File: src/hw/rtl/htfc_pkg.sv
// Shared constants for the humidity/temperature frame converter.
package htfc_pkg;

   // Field widths of one frame and one result
   localparam int ByteWidth  = 8;
   localparam int RawWidth   = 16;
   localparam int ValueWidth = 9;

   // Selector codes for a temperature or a humidity frame
   localparam logic ActTemperature = 1'b0;
   localparam logic ActHumidity    = 1'b1;

   // CRC-8 generator x^8+x^5+x^4+1, low eight bits
   localparam logic [ByteWidth-1:0] CrcPoly = 8'h31;

   // Status bits of the raw reading are cleared before scaling
   localparam logic [RawWidth-1:0] StatusMask = 16'hfffc;

   // Fixed-point scaling: t = floor(mul * r / 2^FracShift) - offset
   localparam int MulWidth    = 15;
   localparam int FracShift   = 13;
   localparam int ProdWidth   = RawWidth + MulWidth;
   localparam int ScaledWidth = ProdWidth - FracShift;
   localparam int MilliWidth  = ScaledWidth + 1;

   localparam logic [MulWidth-1:0] TempMul = 15'd21965;
   localparam logic [MulWidth-1:0] HumMul  = 15'd15625;
   localparam logic signed [MilliWidth-1:0] TempOffset = 19'sd46850;
   localparam logic signed [MilliWidth-1:0] HumOffset  = 19'sd6000;

   // Rounding division by 1000 through a reciprocal multiply
   localparam int MagWidth    = 17;
   localparam int Milli       = 1000;
   localparam logic [MagWidth-1:0] HalfMilli = MagWidth'(Milli / 2);
   localparam int RecipShift  = 27;
   localparam int RecipWidth  = 18;
   localparam logic [RecipWidth-1:0] RecipMul =
      RecipWidth'((2 ** RecipShift + Milli - 1) / Milli);
   localparam int QuotWidth   = ValueWidth - 1;
   localparam int Prod2Width  = RecipShift + QuotWidth;

endpackage

File: src/hw/rtl/htfc_chan_if.sv
// Valid/ready channel interfaces for frames and results.
interface htfc_req_if
   import htfc_pkg::*;
   ();
   logic                 valid;
   logic                 ready;
   logic                 action;
   logic [ByteWidth-1:0] data_high;
   logic [ByteWidth-1:0] data_low;
   logic [ByteWidth-1:0] check_byte;

   modport source (output valid, output action, output data_high, output data_low,
                   output check_byte, input ready);
   modport sink   (input valid, input action, input data_high, input data_low,
                   input check_byte, output ready);
endinterface

interface htfc_rsp_if
   import htfc_pkg::*;
   ();
   logic                         valid;
   logic                         ready;
   logic                         check_ok;
   logic signed [ValueWidth-1:0] value;

   modport source (output valid, output check_ok, output value, input ready);
   modport sink   (input valid, input check_ok, input value, output ready);
endinterface

File: src/hw/rtl/htfc_crc_check.sv
// CRC-8 check of a three-byte sensor frame.
module htfc_crc_check
   import htfc_pkg::*;
(
   input  logic [ByteWidth-1:0] data_high,
   input  logic [ByteWidth-1:0] data_low,
   input  logic [ByteWidth-1:0] check_byte,
   output logic                 check_ok
);

   // Shift one byte through the generator, MSB first
   function automatic logic [ByteWidth-1:0] crc_byte_step(input logic [ByteWidth-1:0] x);
      logic [ByteWidth-1:0] r;
      r = x;
      for (int i = 0; i < ByteWidth; i++) begin
         if (r[ByteWidth-1]) begin
            r = (r << 1) ^ CrcPoly;
         end else begin
            r = r << 1;
         end
      end
      return r;
   endfunction

   logic [ByteWidth-1:0] crc_high;
   logic [ByteWidth-1:0] crc_full;

   // Zero initial value: first byte enters directly, second folds in
   assign crc_high = crc_byte_step(data_high);
   assign crc_full = crc_byte_step(crc_high ^ data_low);
   assign check_ok = (crc_full == check_byte);

endmodule

File: src/hw/rtl/humidity_temperature_frame_convert.sv
// Top level: checks and scales sensor frames into rounded readings.
//
//   channel   direction  payload                                   transfer
//   req_chan  in         action, data_high, data_low, check_byte   valid & ready
//   rsp_chan  out        check_ok, value                           valid & ready
//
// One frame enters per cycle while req_chan.ready is high; a result passes through
// the input register, the scaled reading, the rounded quotient and the result register
// before it can transfer out.
// Reset clears the stage valid bits only; no result is pending after reset.
// A stall on rsp_chan fills the stages one by one; req_chan.ready drops only
// when every stage holds an item, so the block keeps taking frames meanwhile.
module humidity_temperature_frame_convert
   import htfc_pkg::*;
(
   input  logic clock,
   input  logic reset,
   htfc_req_if.sink   req_chan,
   htfc_rsp_if.source rsp_chan
);

   // Stage valid bits
   logic in_valid_ff,  in_valid_in;
   logic t_valid_ff,   t_valid_in;
   logic q_valid_ff,   q_valid_in;
   logic out_valid_ff, out_valid_in;

   // Stage load enables
   logic in_take, t_take, q_take, out_take;

   // Input register
   logic                 in_action_ff;
   logic [ByteWidth-1:0] in_high_ff;
   logic [ByteWidth-1:0] in_low_ff;
   logic [ByteWidth-1:0] in_check_ff;

   // Scaled reading stage
   logic                          t_ok_ff,  t_ok_in;
   logic signed [MilliWidth-1:0]  t_ff,     t_in;

   // Rounded quotient stage
   logic                 q_ok_ff,  q_ok_in;
   logic                 q_neg_ff, q_neg_in;
   logic [QuotWidth-1:0] q_ff,     q_in;

   // Result register
   logic                         out_ok_ff,    out_ok_in;
   logic signed [ValueWidth-1:0] out_value_ff, out_value_in;

   // Scaling datapath signals
   logic [RawWidth-1:0]          raw_masked;
   logic [MulWidth-1:0]          scale_mul;
   logic signed [MilliWidth-1:0] scale_offset;
   logic [ProdWidth-1:0]         scale_prod;
   logic [ScaledWidth-1:0]       scaled;
   logic                         crc_ok;

   // Rounding datapath signals
   logic                  t_neg;
   logic [MilliWidth-1:0] t_mag;
   logic [MagWidth-1:0]   round_num;
   logic [Prod2Width-1:0] recip_prod;
   logic [ValueWidth-1:0] q_ext;

   // Advance a stage when it is empty or its successor advances
   assign out_take = !out_valid_ff || rsp_chan.ready;
   assign q_take   = !q_valid_ff   || out_take;
   assign t_take   = !t_valid_ff   || q_take;
   assign in_take  = !in_valid_ff  || t_take;

   assign req_chan.ready = in_take;

   assign in_valid_in  = req_chan.valid;
   assign t_valid_in   = in_valid_ff;
   assign q_valid_in   = t_valid_ff;
   assign out_valid_in = q_valid_ff;

   // Frame check
   htfc_crc_check u_crc (
      .data_high  (in_high_ff),
      .data_low   (in_low_ff),
      .check_byte (in_check_ff),
      .check_ok   (crc_ok)
   );

   // Mask status bits, scale to milli-units and remove the offset
   always_comb begin
      raw_masked = {in_high_ff, in_low_ff} & StatusMask;
      if (in_action_ff == ActHumidity) begin
         scale_mul    = HumMul;
         scale_offset = HumOffset;
      end else begin
         scale_mul    = TempMul;
         scale_offset = TempOffset;
      end
      scale_prod = ProdWidth'(raw_masked) * ProdWidth'(scale_mul);
      scaled     = scale_prod[FracShift +: ScaledWidth];
      t_in       = $signed({1'b0, scaled}) - scale_offset;
      t_ok_in    = crc_ok;
   end

   // Round half away from zero: divide magnitude plus one half by 1000
   always_comb begin
      t_neg      = t_ff[MilliWidth-1];
      t_mag      = t_neg ? MilliWidth'(-t_ff) : MilliWidth'(t_ff);
      round_num  = t_mag[MagWidth-1:0] + HalfMilli;
      recip_prod = Prod2Width'(round_num) * Prod2Width'(RecipMul);
      q_in       = recip_prod[RecipShift +: QuotWidth];
      q_neg_in   = t_neg;
      q_ok_in    = t_ok_ff;
   end

   // Restore the sign; a failed check reports zero
   always_comb begin
      q_ext     = {1'b0, q_ff};
      out_ok_in = q_ok_ff;
      if (!q_ok_ff) begin
         out_value_in = '0;
      end else if (q_neg_ff) begin
         out_value_in = $signed(-q_ext);
      end else begin
         out_value_in = $signed(q_ext);
      end
   end

   // Stage valid bits
   always_ff @(posedge clock) begin
      if (reset) begin
         in_valid_ff  <= 1'b0;
         t_valid_ff   <= 1'b0;
         q_valid_ff   <= 1'b0;
         out_valid_ff <= 1'b0;
      end else begin
         if (in_take)  in_valid_ff  <= in_valid_in;
         if (t_take)   t_valid_ff   <= t_valid_in;
         if (q_take)   q_valid_ff   <= q_valid_in;
         if (out_take) out_valid_ff <= out_valid_in;
      end
   end

   // Stage payloads: load on advance, hold otherwise
   always_ff @(posedge clock) begin
      if (in_take) begin
         in_action_ff <= req_chan.action;
         in_high_ff   <= req_chan.data_high;
         in_low_ff    <= req_chan.data_low;
         in_check_ff  <= req_chan.check_byte;
      end
      if (t_take) begin
         t_ok_ff <= t_ok_in;
         t_ff    <= t_in;
      end
      if (q_take) begin
         q_ok_ff  <= q_ok_in;
         q_neg_ff <= q_neg_in;
         q_ff     <= q_in;
      end
      if (out_take) begin
         out_ok_ff    <= out_ok_in;
         out_value_ff <= out_value_in;
      end
   end

   assign rsp_chan.valid    = out_valid_ff;
   assign rsp_chan.check_ok = out_ok_ff;
   assign rsp_chan.value    = out_value_ff;

endmodule

File: src/flat_wrapper.sv
// flat-port wrapper written by rule: the top's interface ports become plain ports
module humidity_temperature_frame_convert_flat import htfc_pkg::*;
  (clock, reset, req_chan_valid, req_chan_action, req_chan_data_high, req_chan_data_low, req_chan_check_byte, req_chan_ready, rsp_chan_valid, rsp_chan_check_ok, rsp_chan_value, rsp_chan_ready);
  htfc_req_if req_chan_i ();
  htfc_rsp_if rsp_chan_i ();
  input  logic clock;
  input  logic reset;
  input wire logic [$bits(req_chan_i.valid)-1:0] req_chan_valid;
  input wire logic [$bits(req_chan_i.action)-1:0] req_chan_action;
  input wire logic [$bits(req_chan_i.data_high)-1:0] req_chan_data_high;
  input wire logic [$bits(req_chan_i.data_low)-1:0] req_chan_data_low;
  input wire logic [$bits(req_chan_i.check_byte)-1:0] req_chan_check_byte;
  output wire logic [$bits(req_chan_i.ready)-1:0] req_chan_ready;
  output wire logic [$bits(rsp_chan_i.valid)-1:0] rsp_chan_valid;
  output wire logic [$bits(rsp_chan_i.check_ok)-1:0] rsp_chan_check_ok;
  output wire logic [$bits(rsp_chan_i.value)-1:0] rsp_chan_value;
  input wire logic [$bits(rsp_chan_i.ready)-1:0] rsp_chan_ready;
  assign req_chan_i.valid = req_chan_valid;
  assign req_chan_i.action = req_chan_action;
  assign req_chan_i.data_high = req_chan_data_high;
  assign req_chan_i.data_low = req_chan_data_low;
  assign req_chan_i.check_byte = req_chan_check_byte;
  assign req_chan_ready = req_chan_i.ready;
  assign rsp_chan_valid = rsp_chan_i.valid;
  assign rsp_chan_check_ok = rsp_chan_i.check_ok;
  assign rsp_chan_value = rsp_chan_i.value;
  assign rsp_chan_i.ready = rsp_chan_ready;
  humidity_temperature_frame_convert u_core (.clock(clock), .reset(reset), .req_chan(req_chan_i), .rsp_chan(rsp_chan_i));
endmodule
File: config.mk
export PLATFORM = sky130hd
export DESIGN_NAME = humidity_temperature_frame_convert_flat
export DESIGN_NICKNAME = d
export VERILOG_FILES = /design/src/hw/rtl/htfc_pkg.sv /design/src/hw/rtl/htfc_chan_if.sv /design/src/hw/rtl/htfc_crc_check.sv /design/src/hw/rtl/humidity_temperature_frame_convert.sv /design/src/flat_wrapper.sv
export SDC_FILE = /design/constraint.sdc
export NUM_CORES = 1
export LEC_CHECK = 0
export BUFFER_PORTS_ARGS = -buffer_cell sky130_fd_sc_hd__clkbuf_2
export CORE_MARGIN = 2
export CORE_UTILIZATION = 59
export CTS_BUF_LIST = sky130_fd_sc_hd__clkbuf_16
export DETAILED_ROUTE_END_ITERATION = 7
export PLACE_DENSITY = 0.79
export SYNTH_ARGS = -nofsm -noshare
export SYNTH_HDL_FRONTEND = slang
export SYNTH_HIERARCHICAL = 1
export SYNTH_SLANG_ARGS = --single-unit
File: constraint.sdc
create_clock -name clock -period 6.8 [get_ports clock]
set_input_delay 1.36 -clock clock [delete_from_list [all_inputs] [get_ports clock]]
set_output_delay 1.36 -clock clock [all_outputs]
set_load 0.02 [all_outputs]
==> run summary <==
• status: finished with violations
• violated checks: negative setup slack
• WHS Path Cells: 0
• Post-Route WL: 33000 um
• global routing usage on met1: 0.300
• maximum net fanout on the critical path: 4
• placed wire-length estimate after detailed placement: 23600 um
• width of the die: 150 um
• startpoint of the worst hold path: u_core/q_ok_in
• met2 layer usage reported by global route: 0.494
• Post-Synthesis Cell Area: 12600 um2
• sequential share of the synthesized area: 0.158
• average cell area after synthesis: 10.3 um2
• Sinks on Clock Net: 68
• cell area after layout: 15700 um2
• total iterations of the first detailed-routing run: 5
• max-capacitance violation count: 0
• arrival time reported for the critical path endpoint: 7.09 ns
• hold_ws: 0.417 ns
• weighted congestion reported at the end of routability-driven placement: 0.897
• highest clock frequency the design can meet: 0.143 GHz
• Inserted Clock Buffers: 9
• Largest delay share family, worst path: adder cells
• classification of the worst-slack hold path: reg2reg
• number of antenna diodes: 0
• initial standard-cell utilization of the core: 0.602
• initial DRC count: 551
• distinct cell type count after synthesis: 90
• count of buffers inserted at the top-level ports: 40
• pre-CTS setup slack: -0.442 ns
• Die Ht: 150 um
• most frequent cells in the layout: sky130_fd_sc_hd__inv_1 (237), sky130_fd_sc_hd__ha_1 (225), sky130_fd_sc_hd__buf_4 (163)
• most prevalent standard cell on the critical path: sky130_fd_sc_hd__fa_1
• Most Crowded Layer GR: met2
• capture instance of the worst register-to-register path: u_core/q_ff[6]
• post-detailed-placement cell area: 14200 um2
• final period demand of the worst path: 7.01 ns
• Post-synth EDFFs: 64
• master of the slowest instance on the critical path: sky130_fd_sc_hd__nor4_2
• proportion of register bits with asynchronous set or reset after synthesis: 0
• wire length of the first global-routing pass: 47000 um
• setup skew after layout: 0.0147 ns
• number of antenna violations at the first check in global routing: 0
• DRC violation count after routing: 0
• area of the die: 22600 um2
• Final Hold Vio Count: 0
• total global routing track utilization: 0.265
• endpoint of the worst hold-timing path: u_core/out_ok_in
• register bit total from synthesis: 68
• cell at the root of the clock tree: sky130_fd_sc_hd__clkbuf_16
• buffer and inverter count on the worst path: 6
• crit share post-route: 1.03
• synthesized netlist cell count: 1229
• routing usage on met3: 0.0445
• Clock Latency Late Sink: 0.34 ns
• total congestion overflow after global routing: 0
• number of primary I/O pins: 41
• setup repair after global routing missed its margin: yes
• Clock Path Buffers: 2
• net total in the final layout: 1873
• area of the core region: 21000 um2
• Clock Pin Slew Worst Setup and Hold Paths: 0.07 ns
• Final Worst Setup Slack: -0.205 ns
• remaining antenna violation count: 0
• transition time of the tightest slew-check pin: 1.08 ns
• wire length per cell: 19.2 um
• ratio of routed vias to standard cells: 5.80
• H-tree depth: 3
• CTS tree: built
• Rows: 53
• nature of the critical path endpoint: flip-flop
• Slew Limit Headroom: 0.278
• reg2reg start: u_core/t_ff[7]
• largest net degree at the start of global routing: 27
• post-layout util: 0.746
• top_reg_cell synth: sky130_fd_sc_hd__edfxtp_1
• Setup Crit Path Kind: reg2reg
• via count: 9993
• Filler Cells Inserted: 1209
• data required time at the worst endpoint: 6.89 ns
• final count of pins violating max slew: 0
• area added between synthesis and finish: 24.0%
• hold buffer count at cts: 0
• fraction of layout cells with a size suffix above 1: 0.276
• Max stage delay on crit path: 0.50 ns
• most frequent standard cell in the layout excluding fill and tap cells: sky130_fd_sc_hd__inv_1
• final setup violation count: 5
• via count of the first global-routing pass: 10100
• CP Launch Type: flip-flop
• register-to-register setup slack: -0.21 ns
• number of warnings issued by yosys: 6
• worst reg-to-reg path cell count: 26
-- cells by family (layout without fill, tap and decap cells) --
family / Yosys count / in the layout / synth area share
simple gates: 229 / 229 / 0.0973
compound gates: 161 / 161 / 0.0921
buf+inv: 270 / 486 / 0.0859
xor+xnor: 93 / 93 / 0.0823
flops: 68 / 68 / 0.158
other cells: 2 / 4 / 0.000594
fa+ha+maj: 402 / 402 / 0.480
mux: 4 / 4 / 0.00327
-- cells in the mapped netlist (6+ instances only) --
master,count,share of area
sky130_fd_sc_hd__and2_1,14,0.0069
sky130_fd_sc_hd__nor3_1,19,0.0075
sky130_fd_sc_hd__xor2_1,30,0.021
sky130_fd_sc_hd__inv_1,253,0.075
sky130_fd_sc_hd__a21oi_1,32,0.013
sky130_fd_sc_hd__nand2_1,54,0.016
sky130_fd_sc_hd__nand3_1,14,0.0055
sky130_fd_sc_hd__nor2_1,52,0.015
sky130_fd_sc_hd__o21a_1,9,0.0053
sky130_fd_sc_hd__xnor2_1,45,0.031
sky130_fd_sc_hd__and3_1,8,0.0040
sky130_fd_sc_hd__o31ai_1,7,0.0042
sky130_fd_sc_hd__o21ai_0,28,0.011
sky130_fd_sc_hd__nand4_1,8,0.0040
sky130_fd_sc_hd__nor2b_1,12,0.0059
sky130_fd_sc_hd__clkbuf_1,6,0.0018
sky130_fd_sc_hd__a21o_1,13,0.0077
sky130_fd_sc_hd__a211oi_1,6,0.0036
sky130_fd_sc_hd__ha_1,263,0.26
sky130_fd_sc_hd__fa_1,139,0.22
sky130_fd_sc_hd__o211ai_1,7,0.0042
sky130_fd_sc_hd__edfxtp_1,64,0.15
sky130_fd_sc_hd__nand2b_1,6,0.0030
-- cell type report --
cell class | instances | area [um2] | share of cell area
timing repair buffer | 216 | 1580 | 0.101
multi-input combinational | 893 | 10500 | 0.669
inverter | 254 | 956 | 0.0610
clock buffer | 9 | 225 | 0.0144
clock inverter | 7 | 80.1 | 0.00511
sequential | 68 | 2000 | 0.128
tap | 275 | 344 | 0.0219
-- per-stage QoR --
stage | instances | setup TNS, ns
5_1_grt | 1722 | -3.11
4_1_cts | 1697 | -0.208
2_1_floorplan | 1231 | 0
6_report | 1722 | -0.914
3_3_place_gp | 1677 | -0.952
3_5_place_dp | 1677 | -2.52
-- flip-flops by register name, indices dropped and copies added, names as in the netlist --
| signal | count |
|---|---|
| u_core/in_high_ff | 8 |
| u_core/in_low_ff | 8 |
| u_core/t_ff | 18 |
| u_core/in_valid_ff | 1 |
| u_core/q_ff | 8 |
| u_core/out_ok_in | 1 |
| u_core/q_neg_ff | 1 |
| u_core/q_valid_in | 1 |
| u_core/rsp_chan.check_ok | 1 |
| u_core/q_ok_in | 1 |
| u_core/in_action_ff | 1 |
| u_core/in_check_ff | 8 |
| u_core/rsp_chan.value | 9 |
| u_core/rsp_chan.valid | 1 |
| u_core/out_valid_in | 1 |
-- worst max path at each step --
| stage | from | to | cells after the start |
|---|---|---|---|
| CTS | u_core/t_ff[1] | u_core/q_ff[3] | 27 |
| global placement | u_core/t_ff[1] | u_core/q_ff[6] | 25 |
| global route | u_core/t_ff[0] | u_core/q_ff[6] | 28 |
| floorplan | u_core/t_ff[0] | u_core/q_ff[6] | 28 |
| finish | u_core/t_ff[7] | u_core/q_ff[6] | 26 |
| detailed placement | u_core/t_ff[1] | u_core/q_ff[6] | 27 |
-- repair_timing --
item,in CTS,in global routing
resized for setup,41,124
setup endpoints to repair,15,20
setup buffers,4,25
cloned,0,0
pin swaps,42,120
hold endpoints to repair,0,0
-- metal layers --
metal | vias up | share of wire
met5 | - | 0
met4 | 0 | 0.048
met3 | 117 | 0.046
met2 | 390 | 0.53
met1 | 4901 | 0.37
li1 | 4585 | -
Power is left out: the tool's default activity adds up to more than one toggle a clock period on the data nets, which glitch-free logic cannot reach.
